File: src/design/dpq_pkg.sv
// Package for the DNS reverse (PTR) query builder.
// Holds the transaction types, packet layout constants and the decimal and tail helpers.
// No dependencies.
`default_nettype none

package dpq_pkg;

    // Request transaction.
    typedef struct packed {
        logic        is_ipv4;
        logic [31:0] address;
        logic [15:0] transaction_id;
    } dpq_req_t;

    // Result transaction: one packet byte.
    typedef struct packed {
        logic [7:0] packet_byte;
        logic       is_last;
        logic       rejected;
        logic [5:0] packet_length;
    } dpq_rsp_t;

    // One octet written in decimal, most significant present digit first.
    typedef struct packed {
        logic [1:0]      ndig;
        logic [2:0][3:0] digit;
    } dpq_dec_t;

    // Descriptor of one query, worked out when the request is taken.
    typedef struct packed {
        logic                 rejected;
        logic [15:0]          transaction_id;
        logic [3:0][1:0]      ndig;
        logic [3:0][2:0][3:0] digit;
        logic [3:0][4:0]      start;
        logic [4:0]           tail_start;
        logic [5:0]           packet_length;
    } dpq_prep_t;

    localparam int HDR_LEN  = 12;
    localparam int TAIL_LEN = 18;

    localparam logic [3:0] HDR_ID_HI  = 4'd0;
    localparam logic [3:0] HDR_ID_LO  = 4'd1;
    localparam logic [3:0] HDR_QDC_LO = 4'd5;

    localparam logic [15:0] QTYPE_PTR = 16'h000C;
    localparam logic [15:0] QCLASS_IN = 16'h0001;
    localparam logic [7:0]  ASCII_ZERO = 8'h30;

    // Splits an octet into decimal digits without leading zeros.
    function automatic dpq_dec_t to_dec(input logic [7:0] v);
        dpq_dec_t    d;
        logic [7:0]  hund;
        logic [7:0]  r8;
        logic [6:0]  r;
        logic [14:0] prod;
        logic [3:0]  h;
        logic [3:0]  t;
        logic [6:0]  t10;
        logic [6:0]  u7;
        logic [3:0]  u;
        h    = (v >= 8'd200) ? 4'd2 : ((v >= 8'd100) ? 4'd1 : 4'd0);
        hund = (v >= 8'd200) ? 8'd200 : ((v >= 8'd100) ? 8'd100 : 8'd0);
        r8   = v - hund;
        r    = r8[6:0];
        // Divide by ten through a reciprocal, exact for values below one hundred.
        prod = {8'd0, r} * 15'd205;
        t    = prod[14:11];
        t10  = {3'd0, t} * 7'd10;
        u7   = r - t10;
        u    = u7[3:0];
        if (h != 4'd0) begin
            d.ndig  = 2'd3;
            d.digit = {u, t, h};
        end else if (t != 4'd0) begin
            d.ndig  = 2'd2;
            d.digit = {4'd0, u, t};
        end else begin
            d.ndig  = 2'd1;
            d.digit = {4'd0, 4'd0, u};
        end
        return d;
    endfunction

    // Fixed tail of the question: in-addr and arpa labels, root, QTYPE and QCLASS.
    function automatic logic [7:0] tail_byte(input logic [4:0] t);
        logic [7:0] b;
        case (t)
            5'd0:    b = 8'd7;
            5'd1:    b = 8'h69;   // i
            5'd2:    b = 8'h6E;   // n
            5'd3:    b = 8'h2D;   // -
            5'd4:    b = 8'h61;   // a
            5'd5:    b = 8'h64;   // d
            5'd6:    b = 8'h64;   // d
            5'd7:    b = 8'h72;   // r
            5'd8:    b = 8'd4;
            5'd9:    b = 8'h61;   // a
            5'd10:   b = 8'h72;   // r
            5'd11:   b = 8'h70;   // p
            5'd12:   b = 8'h61;   // a
            5'd13:   b = 8'd0;
            5'd14:   b = QTYPE_PTR[15:8];
            5'd15:   b = QTYPE_PTR[7:0];
            5'd16:   b = QCLASS_IN[15:8];
            5'd17:   b = QCLASS_IN[7:0];
            default: b = 8'd0;
        endcase
        return b;
    endfunction

endpackage

`default_nettype wire

File: src/design/dpq_prep.sv
// Request decoder: turns an accepted request into a query descriptor.
// Depends on dpq_pkg.
`default_nettype none

module dpq_prep
    import dpq_pkg::*;
(
    input  var dpq_req_t  req,
    output var dpq_prep_t prep
);

    dpq_dec_t dec [4];

    for (genvar k = 0; k < 4; k++) begin : g_oct
        assign dec[k] = to_dec(req.address[8*k +: 8]);
    end

    always_comb begin
        logic [4:0] pos;
        prep.rejected       = ~req.is_ipv4;
        prep.transaction_id = req.transaction_id;
        pos = 5'd0;
        // Lowest-order octet is written first.
        for (int k = 0; k < 4; k++) begin
            prep.ndig[k]  = dec[k].ndig;
            prep.digit[k] = dec[k].digit;
            prep.start[k] = pos;
            pos = pos + 5'd1 + {3'd0, dec[k].ndig};
        end
        prep.tail_start = pos;
        if (req.is_ipv4) begin
            prep.packet_length = {1'b0, pos} + 6'(HDR_LEN + TAIL_LEN);
        end else begin
            prep.packet_length = 6'd0;
        end
    end

endmodule

`default_nettype wire

File: src/design/dpq_byte_sel.sv
// Byte selector: gives the packet byte at a position of a described query.
// Depends on dpq_pkg.
`default_nettype none

module dpq_byte_sel
    import dpq_pkg::*;
(
    input  var dpq_prep_t  prep,
    input  var logic [5:0] idx,
    output var dpq_rsp_t   rsp
);

    always_comb begin
        logic [5:0] q;
        logic [4:0] qn;
        logic [5:0] tq;
        logic [4:0] off;
        q  = idx - 6'(HDR_LEN);
        qn = q[4:0];
        // Position within the fixed tail; the question part can reach 34 bytes,
        // so this is worked out at full width.
        tq = q - {1'b0, prep.tail_start};
        rsp.packet_byte   = 8'd0;
        rsp.rejected      = prep.rejected;
        rsp.packet_length = prep.packet_length;
        off = 5'd0;
        if (prep.rejected) begin
            rsp.is_last = 1'b1;
        end else begin
            rsp.is_last = (idx == prep.packet_length - 6'd1);
            if (idx < 6'(HDR_LEN)) begin
                case (idx[3:0])
                    HDR_ID_HI:  rsp.packet_byte = prep.transaction_id[15:8];
                    HDR_ID_LO:  rsp.packet_byte = prep.transaction_id[7:0];
                    HDR_QDC_LO: rsp.packet_byte = 8'd1;
                    default:    rsp.packet_byte = 8'd0;
                endcase
            end else if (q >= {1'b0, prep.tail_start}) begin
                rsp.packet_byte = tail_byte(tq[4:0]);
            end else begin
                // The labels do not overlap, so at most one matches.
                for (int k = 0; k < 4; k++) begin
                    if (qn >= prep.start[k] &&
                        qn <= prep.start[k] + {3'd0, prep.ndig[k]}) begin
                        off = qn - prep.start[k];
                        case (off[1:0])
                            2'd0:    rsp.packet_byte = {6'd0, prep.ndig[k]};
                            2'd1:    rsp.packet_byte = ASCII_ZERO | {4'd0, prep.digit[k][0]};
                            2'd2:    rsp.packet_byte = ASCII_ZERO | {4'd0, prep.digit[k][1]};
                            default: rsp.packet_byte = ASCII_ZERO | {4'd0, prep.digit[k][2]};
                        endcase
                    end
                end
            end
        end
    end

endmodule

`default_nettype wire

File: src/design/dns_ptr_query_builder.sv
// Top level of the DNS reverse (PTR) query builder.
// Depends on dpq_pkg, dpq_prep and dpq_byte_sel.
//
//   Channel  Direction  Payload    Meaning
//   s_       in         dpq_req_t  one request: address family, IPv4 address, query id
//   m_       out        dpq_rsp_t  one packet byte, with last flag, reject flag and length
//
// Each request transaction yields 38 to 46 result transactions, one per packet byte, or a
// single rejection transaction when the request is not IPv4. The byte serialiser emits one
// byte per cycle while the result channel does not stall; that output byte rate is what
// bounds throughput.
// The next request is taken in the same cycle as the final byte of the current one moves
// into the output register, so packets follow one another without a gap.
// Reset (aresetn, synchronous, active low) empties the item and output registers.
// A stalled result channel holds the byte in the output register and stops the serialiser.
`default_nettype none

module dns_ptr_query_builder
    import dpq_pkg::*;
(
    input  var logic     aclk,
    input  var logic     aresetn,
    input  var logic     s_valid,
    output var logic     s_ready,
    input  var dpq_req_t s_data,
    output var logic     m_valid,
    input  var logic     m_ready,
    output var dpq_rsp_t m_data
);

    dpq_prep_t  prep_next;
    dpq_prep_t  prep_reg;
    logic       item_valid_reg;
    logic [5:0] idx_reg;
    logic       out_valid_reg;
    dpq_rsp_t   out_reg;
    dpq_rsp_t   cur_rsp;
    logic       out_load;
    logic       item_done;
    logic       s_accept;

    // The descriptor is worked out from the request port and stored with the item.
    dpq_prep u_prep (
        .req  (s_data),
        .prep (prep_next)
    );

    // The byte at the current position of the held item.
    dpq_byte_sel u_byte_sel (
        .prep (prep_reg),
        .idx  (idx_reg),
        .rsp  (cur_rsp)
    );

    // A byte moves forward whenever the output register is empty or is being emptied.
    assign out_load  = item_valid_reg && (!out_valid_reg || m_ready);
    assign item_done = out_load && cur_rsp.is_last;
    assign s_ready   = !item_valid_reg || item_done;
    assign s_accept  = s_valid && s_ready;

    always_ff @(posedge aclk) begin
        if (!aresetn) begin
            item_valid_reg <= 1'b0;
            out_valid_reg  <= 1'b0;
        end else begin
            if (s_accept) begin
                item_valid_reg <= 1'b1;
            end else if (item_done) begin
                item_valid_reg <= 1'b0;
            end
            if (out_load) begin
                out_valid_reg <= 1'b1;
            end else if (m_ready) begin
                out_valid_reg <= 1'b0;
            end
        end
    end

    // Payload and position registers need no reset.
    always_ff @(posedge aclk) begin
        if (s_accept) begin
            prep_reg <= prep_next;
            idx_reg  <= 6'd0;
        end else if (out_load) begin
            idx_reg <= idx_reg + 6'd1;
        end
        if (out_load) begin
            out_reg <= cur_rsp;
        end
    end

    assign m_valid = out_valid_reg;
    assign m_data  = out_reg;

    // The position never runs past the end of a packet.
    assert property (@(posedge aclk) disable iff (!aresetn)
        item_valid_reg && !prep_reg.rejected |-> idx_reg < prep_reg.packet_length)
        else $error("byte position beyond packet length");

    // A built packet is always 38 to 46 bytes long.
    assert property (@(posedge aclk) disable iff (!aresetn)
        item_valid_reg && !prep_reg.rejected |->
            prep_reg.packet_length >= 6'd38 && prep_reg.packet_length <= 6'd46)
        else $error("packet length out of range");

    // A byte that is not the last advances the position by one.
    assert property (@(posedge aclk) disable iff (!aresetn)
        out_load && !cur_rsp.is_last |=> item_valid_reg && idx_reg == $past(idx_reg) + 6'd1)
        else $error("serialiser position did not advance");

    // A finished item with no new request leaves the item register empty.
    assert property (@(posedge aclk) disable iff (!aresetn)
        item_done && !s_accept |=> !item_valid_reg)
        else $error("item register not released after last byte");

    // A rejection result is always flagged as last with zero length.
    assert property (@(posedge aclk) disable iff (!aresetn)
        out_valid_reg && out_reg.rejected |->
            out_reg.is_last && out_reg.packet_length == 6'd0)
        else $error("malformed rejection result");

endmodule

`default_nettype wire
File: config.mk
export PLATFORM = sky130hd
export DESIGN_NAME = dns_ptr_query_builder
export DESIGN_NICKNAME = d
export VERILOG_FILES = /design/src/design/dpq_pkg.sv /design/src/design/dpq_prep.sv /design/src/design/dpq_byte_sel.sv /design/src/design/dns_ptr_query_builder.sv
export SDC_FILE = /design/constraint.sdc
export NUM_CORES = 1
export LEC_CHECK = 0
export BUFFER_PORTS_ARGS = -buffer_cell sky130_fd_sc_hd__buf_4
export CAP_MARGIN = 30
export CORE_MARGIN = 5
export CORE_UTILIZATION = 55
export DETAILED_ROUTE_END_ITERATION = 6
export PLACE_DENSITY_LB_ADDON = 0.25
export SYNTH_ARGS = -nofsm -noshare
export SYNTH_HDL_FRONTEND = slang
export SYNTH_SLANG_ARGS = --single-unit
File: constraint.sdc
create_clock -name aclk -period 10.7 [get_ports aclk]
set_input_delay 1.07 -clock aclk [delete_from_list [all_inputs] [get_ports aclk]]
set_output_delay 1.07 -clock aclk [all_outputs]
set_load 0.02 [all_outputs]
# Word level (Yosys, flattened, before mapping)
# Memory sizes are Yosys's and may differ from the RTL's.
# Cells that the tools add are included.
# W data, S select, Z words.
dict set report totals {
  regBits 121
  mem_bits_ro 224
  in_bits 53
  out_inout_bits 18
  wordCells 161
  memories 1
}
# name depth word_bits read_ports rd_clocked_by_memory_dff wr line
set mem_list {}
lappend mem_list {{(name not given)} 32 7 1 0 0 dpq_pkg.sv:89} ;# case (t)
dict set report op_classes {
  add_sub_neg 26
  n_mul 8
  n_lt_le_gt_ge 18
  eq_ne 11
  n_mux 40
  bitwise_logic 1
  reduce_logical 26
}
# operator count
set op_table {}
lappend op_table {{$mux W14} 8}
lappend op_table {{$pmux W6 S3} 4}
lappend op_table {{$mul A7 B8 Y15 const B} 4}
lappend op_table {{$mux W7} 8}
lappend op_table {{$mux W8} 6}
lappend op_table {{$ge A8 B7 Y1 const B} 4}
lappend op_table {{$ge A8 B8 Y1 const B} 4}
lappend op_table {{$reduce_bool A4 Y1} 8}
lappend op_table {{$sub A7 B7 Y7} 4}
lappend op_table {{$add A5 B2 Y5} 5}
lappend op_table {{$pmux W8 S3} 1}
lappend op_table {{$mul A4 B3 Y3 const B} 4}
lappend op_table {{$mux W4} 4}
lappend op_table {{$sub A4 B4 Y4} 4}
lappend op_table {{$le A5 B5 Y1} 3}
lappend op_table {{$add A5 B1 Y5 const B} 2}
lappend op_table {{$ge A5 B5 Y1} 2}
lappend op_table {{$mux W1} 9}
lappend op_table {{$eq A2 B1 Y1 const B} 4}
lappend op_table {{$eq A2 B2 Y1 const B} 4}
lappend op_table {{$logic_not A2 Y1} 4}
lappend op_table {{$logic_and A1 B1 Y1} 7}
lappend op_table {{$add A5 B5 Y6 const B} 1}
lappend op_table {{$add A6 B1 Y6 const B} 1}
lappend op_table {{other kinds (20)} 25}

# Depth between registers and ports, before layout
# Gate-level depths: netlist (run 1).
dict set report depth {
  depth_word 17
  mapped_depth 39
  mapped_depth_nobuf 39
}

# By module
# Synthesis (run 1) repeated with hierarchy kept, for this count alone.
dict set report hier_totals {
  hier_cells 1223
  hier_area_um2 12523.3
}
# mod instances cells_per_inst area_each_um2 seq_area_each_um2
set modules_own_cells {}
lappend modules_own_cells {dpq_prep 1 694 5689.2 0.0}
lappend modules_own_cells {dns_ptr_query_builder 1 164 4016.4 3763.6}
lappend modules_own_cells {dpq_byte_sel 1 365 2817.7 0.0}

# Worst setup path after synthesis (run 1)
# No wires, ideal clock.
dict set report synth_timing {
  path_type {input to register}
  startpoint {input s_data[29] (netlist name)}
  endpoint {register prep_reg[4] (netlist name) (data pin)}
  setup_ps 146
  t_arrival_ps 9208
  required_ps 10554
  setup_slack_ps 1346
  stages 37
  path_buffers 0
  cell_sequence {o311ai_0 -> nand2_1 -> inv_1 -> ha_1 -> inv_1 -> fa_1 -> o21a_1 -> nor2_1 -> xnor2_1 -> ha_1 -> ha_1 -> fa_1 -> inv_1 -> fa_1 -> inv_1 -> ha_1 -> o2111ai_1 -> a21boi_0 -> o21ai_0 -> a2111o_1 -> o211ai_1 -> o211ai_1 -> nand2_1 -> ha_1 -> inv_1 -> fa_1 -> inv_1 -> fa_1 -> ha_1 -> nand2b_1 -> nand2_1 -> nand2_1 -> a2111oi_0 -> a221o_1 -> o221ai_2 -> or4_1 -> a21oi_1}
}
# element line
set synth_rtl {}
lappend synth_rtl {{start, declared} dns_ptr_query_builder.sv:25} ;# input var dpq_req_t s_data,
lappend synth_rtl {{end signal, assigned} dns_ptr_query_builder.sv:82} ;# prep_reg <= prep_next;
lappend synth_rtl {{end, declared} dns_ptr_query_builder.sv:32} ;# dpq_prep_t prep_reg;

==> results.json, run 1 <==
{
  "worst-path-max-fanout": 5,
  "setup_viol": 0,
  "std_cell_rows": 53,
  "synth-edff-count": 113,
  "die_area_mm2": 0.0242,
  "dieWidth_um": 156,
  "clock.fmax_mhz": 105,
  "via_per_inst": 5.61,
  "critPathLaunchType": "input port",
  "ff2ff_path_depth": 10,
  "rsz0062_at_grt": "false",
  "place_inst": 1448,
  "cts_max_level": 4,
  "ff_latch_area_mm2": 0.00355,
  "overflow": 0,
  "clockBufferDepth": 2,
  "postRouteAntennaNets": 0,
  "via_count": 8310,
  "r2r_end": "m_data[12]",
  "reg2reg_slack_ps": 6800,
  "floorplan.initialDensity_pct": 55.7,
  "coreArea_mm2": 0.0210,
  "syn-num-nets": 1432,
  "ios": 71,
  "synth-seq-area-share_pct": 30.4,
  "clkLatencyLatePin_ps": 420,
  "tightest_slew_ps": 989,
  "drc": 0,
  "synth_top_flop_cell": "edfxtp_1",
  "path_buf_inv": 8,
  "grt_max_degree": 84,
  "drt_iter0_markers": 403,
  "cts_setup_buffers": 0,
  "dp_hpwl_um": 19000,
  "end_kind": "flip-flop",
  "maxSlewHeadroom_pct": 33.8,
  "cts_tree": "yes",
  "cts_buffers": 17,
  "startpoint": "s_data[28]",
  "clkSlewWorstSetupHoldPaths_ps": 60,
  "dpl_worst_slack_ps": 800,
  "ys_ff_latch": 121,
  "drive_above_1_share_pct": 12.3,
  "stdcell_count": 1481,
  "cts-hold-fix-buffers": 0,
  "cts_sinks": 121,
  "crit_cells": 39,
  "wire_per_inst_um": 16.1,
  "place.gp.congestion": 0.850,
  "min_period_over_period_pct": 89.4,
  "hold_path.class": "reg2reg",
  "slowest_stage": "fa_1",
  "dr.pass1.iters": 5,
  "port_buffers": 70,
  "synth_cell_type_count": 77,
  "critical_path_required_ps": 10970,
  "drv_cap": 0,
  "worstHoldStart": "item_valid_reg",
  "layout_common_cells": "213 x ha_1, 150 x inv_1, 113 x edfxtp_1",
  "crit_path_end": "prep_reg[4]",
  "largest_reg_flops": 97,
  "slew_violations": 0,
  "clock_skew_ps": 9.78,
  "ys_async_sr_fraction_pct": 0,
  "path_class": "in2reg",
  "cp_top_family": "adder cells",
  "postSynthAreaPerCell_um2": 10.4,
  "fin_nets": 1506,
  "reg2reg_from": "idx_reg[2]",
  "period_minus_slack_ps": 9570,
  "n_antenna_cell": 0,
  "grt_pass1_wl_um": 40000,
  "fin_ws_ps": 1130,
  "status": "finished, final reports clean",
  "cts_root_buf": "clkbuf_16",
  "track_usage_pct": 20.2,
  "grt_pass1_vias": 8380,
  "setup_tns_ps": 0,
  "synth_cells": 1119,
  "die_y_um": 156,
  "cp.arrival_ps": 9840,
  "area_growth_pct": 12.2,
  "n_fill_cell": 1714,
  "hold_viol_final": 0,
  "antenna_found_initial": 0,
  "max_stage_delay_ps": 550,
  "wirelength_um": 23800,
  "syn_area_mm2": 0.0117,
  "post_cts_resized": 0,
  "final_common_cell": "ha_1",
  "multi_input_area_mm2": 0.00748,
  "ys_warn_count": 0
}
[worst register-to-register path, delay by kind of cell (launching register included)]
family / cells / cell delay [ps]
compound gates: 4 / 1260
fa+ha+maj: 2 / 1010
buf+inv: 1 / 370
flops: 1 / 520
mux: 2 / 360
simple gates: 1 / 90
[cells in the mapped netlist (3+ instances only)]
cell type	instances	share of area, %
or3_1	4	0.21
o21ai_0	30	1.3
a21oi_1	48	2.1
edfxtp_1	113	29
dfxtp_1	8	1.4
and4b_1	4	0.34
a31oi_1	14	0.75
xor2_1	16	1.2
o31a_1	4	0.30
nor3_1	15	0.64
clkbuf_1	17	0.55
mux2i_1	18	1.5
nand2b_1	14	0.75
nand3_1	15	0.64
a21boi_0	6	0.39
o311a_1	4	0.34
and3_1	4	0.21
nor2_1	63	2.0
a22oi_1	14	0.90
buf_2	3	0.13
nor2b_1	14	0.75
o21a_1	17	1.1
mux4_2	7	1.4
o31ai_1	6	0.39
o22ai_1	9	0.48
o2111ai_1	3	0.23
xnor2_1	58	4.4
or2_2	9	0.48
fa_1	47	8.1
nor4_1	5	0.27
nand2_1	59	1.9
inv_1	150	4.8
ha_1	213	23
a211oi_1	8	0.51
o311ai_0	3	0.23
a22o_1	8	0.60
a21o_1	20	1.3
and2_1	9	0.48
nand4_1	5	0.27
o211ai_1	9	0.58
[worst min-delay path by stage]
stage                 to  slack, ps  depth (start not counted)
3_5_place_dp   m_data[1]        470                          0
3_3_place_gp     m_valid        470                          1
6_report         m_valid        480                          1
5_1_grt        m_data[1]        490                          0
4_1_cts        m_data[1]        480                          0
2_1_floorplan  m_data[6]        420                          0
[cells by family after synthesis]
| family | count (synthesis) | synth area share, % |
|---|---|---|
| fa+ha+maj | 260 | 30.9 |
| compound gates | 233 | 14.4 |
| simple gates | 228 | 9.65 |
| buf+inv | 173 | 5.59 |
| flops | 121 | 30.4 |
| xor+xnor | 76 | 5.95 |
| mux | 27 | 3.09 |
| other cells | 1 | 0.0321 |
[routing by layer]
layer / track usage (%) / vias to the layer above / wire length, um
li1: - / 4175 / -
met1: 26.6 / 3940 / 10600
met2: 35.2 / 166 / 12000
met3: 3.36 / 29 / 915
met4: 4.50 / 0 / 314
met5: 0 / - / 0
[layout make-up]
cell class	count	share of cell area [%]
multi-input combinational	825	57.0
clock buffer	17	3.25
clock inverter	15	1.11
timing repair buffer	76	4.51
inverter	152	4.35
sequential	121	27.1
tap	275	2.63
[per-stage QoR]
stage	utilization, %	hold WS (ps)	cell area, um2
6_report	62.5	481	13100
2_1_floorplan	-	424	11700
3_3_place_gp	59.7	465	12500
3_5_place_dp	59.7	471	12500
5_1_grt	62.5	493	13100
4_1_cts	62.4	485	13100
Power of run 1 is left out: the tool's default activity adds up to more than one toggle a clock period on the data nets, which glitch-free logic cannot reach.
==> run 2, diff against run 1 <==
--- a/config.mk
+++ b/config.mk
@@ -11,6 +11,7 @@
 export CORE_UTILIZATION = 55
 export DETAILED_ROUTE_END_ITERATION = 6
 export PLACE_DENSITY_LB_ADDON = 0.25
+export RECOVER_POWER = 50
 export SYNTH_ARGS = -nofsm -noshare
 export SYNTH_HDL_FRONTEND = slang
 export SYNTH_SLANG_ARGS = --single-unit
==> results.json, run 2 (synthesized netlist as in run 1, its figures left out) <==
{
  "dieWidth_um": 156,
  "hold_path.class": "reg2reg",
  "n_fill_cell": 1760,
  "coreArea_mm2": 0.0210,
  "cts-hold-fix-buffers": 0,
  "port_buffers": 70,
  "final_common_cell": "ha_1",
  "largest_reg_flops": 97,
  "clkSlewWorstSetupHoldPaths_ps": 60,
  "hold-path-cell-count": 1,
  "die_area_mm2": 0.0242,
  "worst-path-max-fanout": 10,
  "via_count": 8346,
  "period_minus_slack_ps": 9650,
  "cp.arrival_ps": 9920,
  "setup_tns_ps": 0,
  "dp_hpwl_um": 19000,
  "grt_pass1_vias": 8380,
  "cts_root_buf": "clkbuf_16",
  "min_period_over_period_pct": 90.2,
  "track_usage_pct": 20.2,
  "rsz0062_at_grt": "false",
  "status": "finished, violations left",
  "clkLatencyLatePin_ps": 420,
  "setup_viol": 0,
  "maxSlewHeadroom_pct": -159,
  "drt_iter0_markers": 465,
  "cts_buffers": 17,
  "path_class": "in2reg",
  "cts_setup_buffers": 0,
  "die_y_um": 156,
  "slowest_stage": "fa_1",
  "reg2reg_slack_ps": 4090,
  "worstHoldStart": "item_valid_reg",
  "violations": "max-capacitance violations, max-slew violations",
  "clockBufferDepth": 2,
  "std_cell_rows": 53,
  "reg2reg_from": "prep_reg[0]",
  "grt_max_degree": 84,
  "ff2ff_path_depth": 11,
  "grt_pass1_wl_um": 40000,
  "crit_path_frequent_cell": "ha_1",
  "post_cts_resized": 0,
  "cts_sinks": 121,
  "critical_path_required_ps": 10970,
  "r2r_end": "prep_reg[71]",
  "clock.fmax_mhz": 104,
  "antenna_found_initial": 0,
  "dr.pass1.iters": 7,
  "min_to": "m_valid",
  "place.gp.congestion": 0.850,
  "hold_viol_final": 0,
  "end_kind": "flip-flop",
  "wire_per_inst_um": 16.1,
  "floorplan.initialDensity_pct": 55.7,
  "postRouteAntennaNets": 0,
  "drv_cap": 2,
  "via_per_inst": 5.64,
  "drc": 0,
  "n_antenna_cell": 0,
  "cts_tree": "yes",
  "slew_violations": 97,
  "clock_skew_ps": 9.23,
  "cts_max_level": 4,
  "drive_above_1_share_pct": 10.0,
  "max_stage_delay_ps": 550,
  "tightest_slew_ps": 3880,
  "area_growth_pct": 11.2,
  "ios": 71,
  "overflow": 0,
  "wirelength_um": 23900,
  "layout_common_cells": "213 x ha_1, 151 x inv_1, 113 x edfxtp_1",
  "critPathLaunchType": "input port",
  "fin_nets": 1506
}
run 2: critical path: cells and delay by family:
family	cells	cell delay, ps
adder cells (fa/ha/maj)	11	4110
XOR/XNOR	1	210
AO/OA/AOI/OAI	11	2660
AND/OR/NAND/NOR	7	1130
buffers and inverters	6	710
run 2: final cells by class:
type                            instances  area (um2)  share of cell area, %
Clock buffer                           17         425                   3.27
Clock inverter                         15         145                   1.12
Inverter                              152         571                   4.39
Multi-Input combinational cell        825        7470                   57.5
Sequential cell                       121        3550                   27.4
Tap cell                              275         344                   2.65
Timing Repair Buffer                   76         484                   3.73
run 2: stage by stage:
step | utilization (%) | instances | hold slack (ps) | cell area [um2] | setup WS, ps
6_report | 62.0 | 1481 | 483 | 13000 | 1050
5_1_grt | 62.0 | 1481 | 493 | 13000 | 397
4_1_cts | 62.4 | 1480 | 485 | 13100 | 1240
3_5_place_dp | 59.7 | 1448 | 471 | 12500 | 800
3_3_place_gp | 59.7 | 1448 | 465 | 12500 | 1010
2_1_floorplan | - | 1119 | 424 | 11700 | 1350
run 2: worst max path at each step:
stage	start	to	slack, ps	cells past startpoint
floorplan	s_data[29]	prep_reg[4]	1350	37
CTS	s_data[28]	prep_reg[4]	1240	40
global placement	s_data[28]	prep_reg[4]	1010	38
global route	s_data[28]	prep_reg[4]	400	38
detailed placement	s_data[28]	prep_reg[4]	800	40
finish	s_data[20]	prep_reg[4]	1050	36
run 2: layer usage:
metal | vias up | GRT usage [%] | routed length [um]
li1 | 4171 | - | -
met1 | 3964 | 26.6 | 10600
met2 | 184 | 35.2 | 12000
met3 | 27 | 3.36 | 1010
met4 | 0 | 4.50 | 311
met5 | - | 0 | 0
Power of run 2 is left out for the same reason.
==> run 3, diff against run 2 <==
--- a/config.mk
+++ b/config.mk
@@ -7,6 +7,7 @@
 export LEC_CHECK = 0
 export BUFFER_PORTS_ARGS = -buffer_cell sky130_fd_sc_hd__buf_4
 export CAP_MARGIN = 30
+export CORE_ASPECT_RATIO = 1.5
 export CORE_MARGIN = 5
 export CORE_UTILIZATION = 55
 export DETAILED_ROUTE_END_ITERATION = 6
==> results.json, run 3 (synthesized netlist as in run 1, its figures left out) <==
{
  "via_per_inst": 5.75,
  "drt_iter0_markers": 385,
  "max_stage_delay_ps": 620,
  "cts_tree": "yes",
  "cp.arrival_ps": 9880,
  "via_count": 8469,
  "min_period_over_period_pct": 89.8,
  "die_y_um": 188,
  "rsz0062_at_grt": "false",
  "n_fill_cell": 1774,
  "postRouteAntennaNets": 0,
  "drv_cap": 2,
  "critPathLaunchType": "input port",
  "clkSlewWorstSetupHoldPaths_ps": 60,
  "slew_violations": 106,
  "period_minus_slack_ps": 9610,
  "drc": 0,
  "status": "finished, violations left",
  "port_buffers": 70,
  "reg2reg_from": "prep_reg[0]",
  "std_cell_rows": 65,
  "dieWidth_um": 129,
  "ios": 71,
  "cts_setup_buffers": 0,
  "post_cts_resized": 0,
  "maxSlewHeadroom_pct": -110,
  "cts_root_buf": "clkbuf_16",
  "layout_common_cells": "213 x ha_1, 151 x inv_1, 113 x edfxtp_1",
  "floorplan.initialDensity_pct": 55.7,
  "setup_viol": 0,
  "dr.pass1.iters": 5,
  "worstHoldStart": "prep_reg[1]",
  "cts-hold-fix-buffers": 0,
  "worst-path-max-fanout": 10,
  "clock_skew_ps": 13.1,
  "clkLatencyLatePin_ps": 420,
  "hold_path.class": "reg2reg",
  "wirelength_um": 24000,
  "wire_per_inst_um": 16.3,
  "grt_max_degree": 54,
  "area_growth_pct": 11.5,
  "path_class": "in2reg",
  "antenna_found_initial": 0,
  "slowest_stage": "fa_1",
  "largest_reg_flops": 97,
  "cts_buffers": 17,
  "end_kind": "flip-flop",
  "fin_nets": 1505,
  "hold_viol_final": 0,
  "place.gp.congestion": 0.868,
  "coreArea_mm2": 0.0210,
  "setup_tns_ps": 0,
  "tightest_slew_ps": 3150,
  "cts_max_level": 4,
  "n_antenna_cell": 0,
  "grt_pass1_wl_um": 40000,
  "crit_path_frequent_cell": "ha_1",
  "final_common_cell": "ha_1",
  "drive_above_1_share_pct": 9.71,
  "grt_pass1_vias": 8687,
  "clockBufferDepth": 2,
  "cts_sinks": 121,
  "overflow": 0,
  "die_area_mm2": 0.0243,
  "clock.fmax_mhz": 104,
  "track_usage_pct": 20.3,
  "violations": "max-capacitance violations, max-slew violations",
  "startpoint": "s_data[20]",
  "dp_hpwl_um": 19500,
  "critical_path_required_ps": 10970
}
run 3: cell count changes in the layout (fill, tap and decap cells not counted), moves of 2 or more:
| cell | delta |
|---|---|
| buf_4 | -2 |
| bufinv_16 | +3 |
| clkinv_1 | +2 |
| inv_8 | -2 |
run 3: final timing paths:
path / cells after the start / slack [ps] / to
max: 35 / 1090 / prep_reg[4]
min: 0 / 490 / m_data[1]
min reg2reg: 0 / 490 / m_data[1]
max reg2reg: 9 / 4110 / prep_reg[40]
run 3: metrics by stage:
step / hold WS, ps / utilization, % / area, um2 / cells / setup WS (ps)
after CTS: 487 / 62.5 / 13100 / 1472 / 1320
final: 486 / 62.1 / 13000 / 1473 / 1090
after detailed placement: 473 / 59.5 / 12500 / 1440 / 931
after floorplan: 424 / - / 11700 / 1119 / 1350
after global placement: 462 / 59.5 / 12500 / 1440 / 1110
after global routing: 489 / 62.1 / 13000 / 1473 / 511
run 3: area by class of cell:
class | instances | area (um2) | share of cell area (%)
clock buffer | 17 | 425 | 3.27
clock inverter | 15 | 199 | 1.53
inverter | 152 | 571 | 4.38
multi-input combinational | 825 | 7470 | 57.3
sequential | 121 | 3550 | 27.3
tap | 268 | 335 | 2.57
timing repair buffer | 75 | 473 | 3.63
run 3: critical path, delay by kind of cell:
family	cells	cell delay (ps)
AO/OA/AOI/OAI	12	2870
adder cells (fa/ha/maj)	11	4060
buffers and inverters	6	740
XOR/XNOR	1	200
AND/OR/NAND/NOR	5	940
run 3: per-layer routing:
layer | share of wire (%) | track usage, %
met5 | 0 | 0
met1 | 39 | 22.3
met3 | 3.3 | 2.64
met2 | 55 | 38.8
met4 | 2.6 | 7.11
Power of run 3 is left out for the same reason.
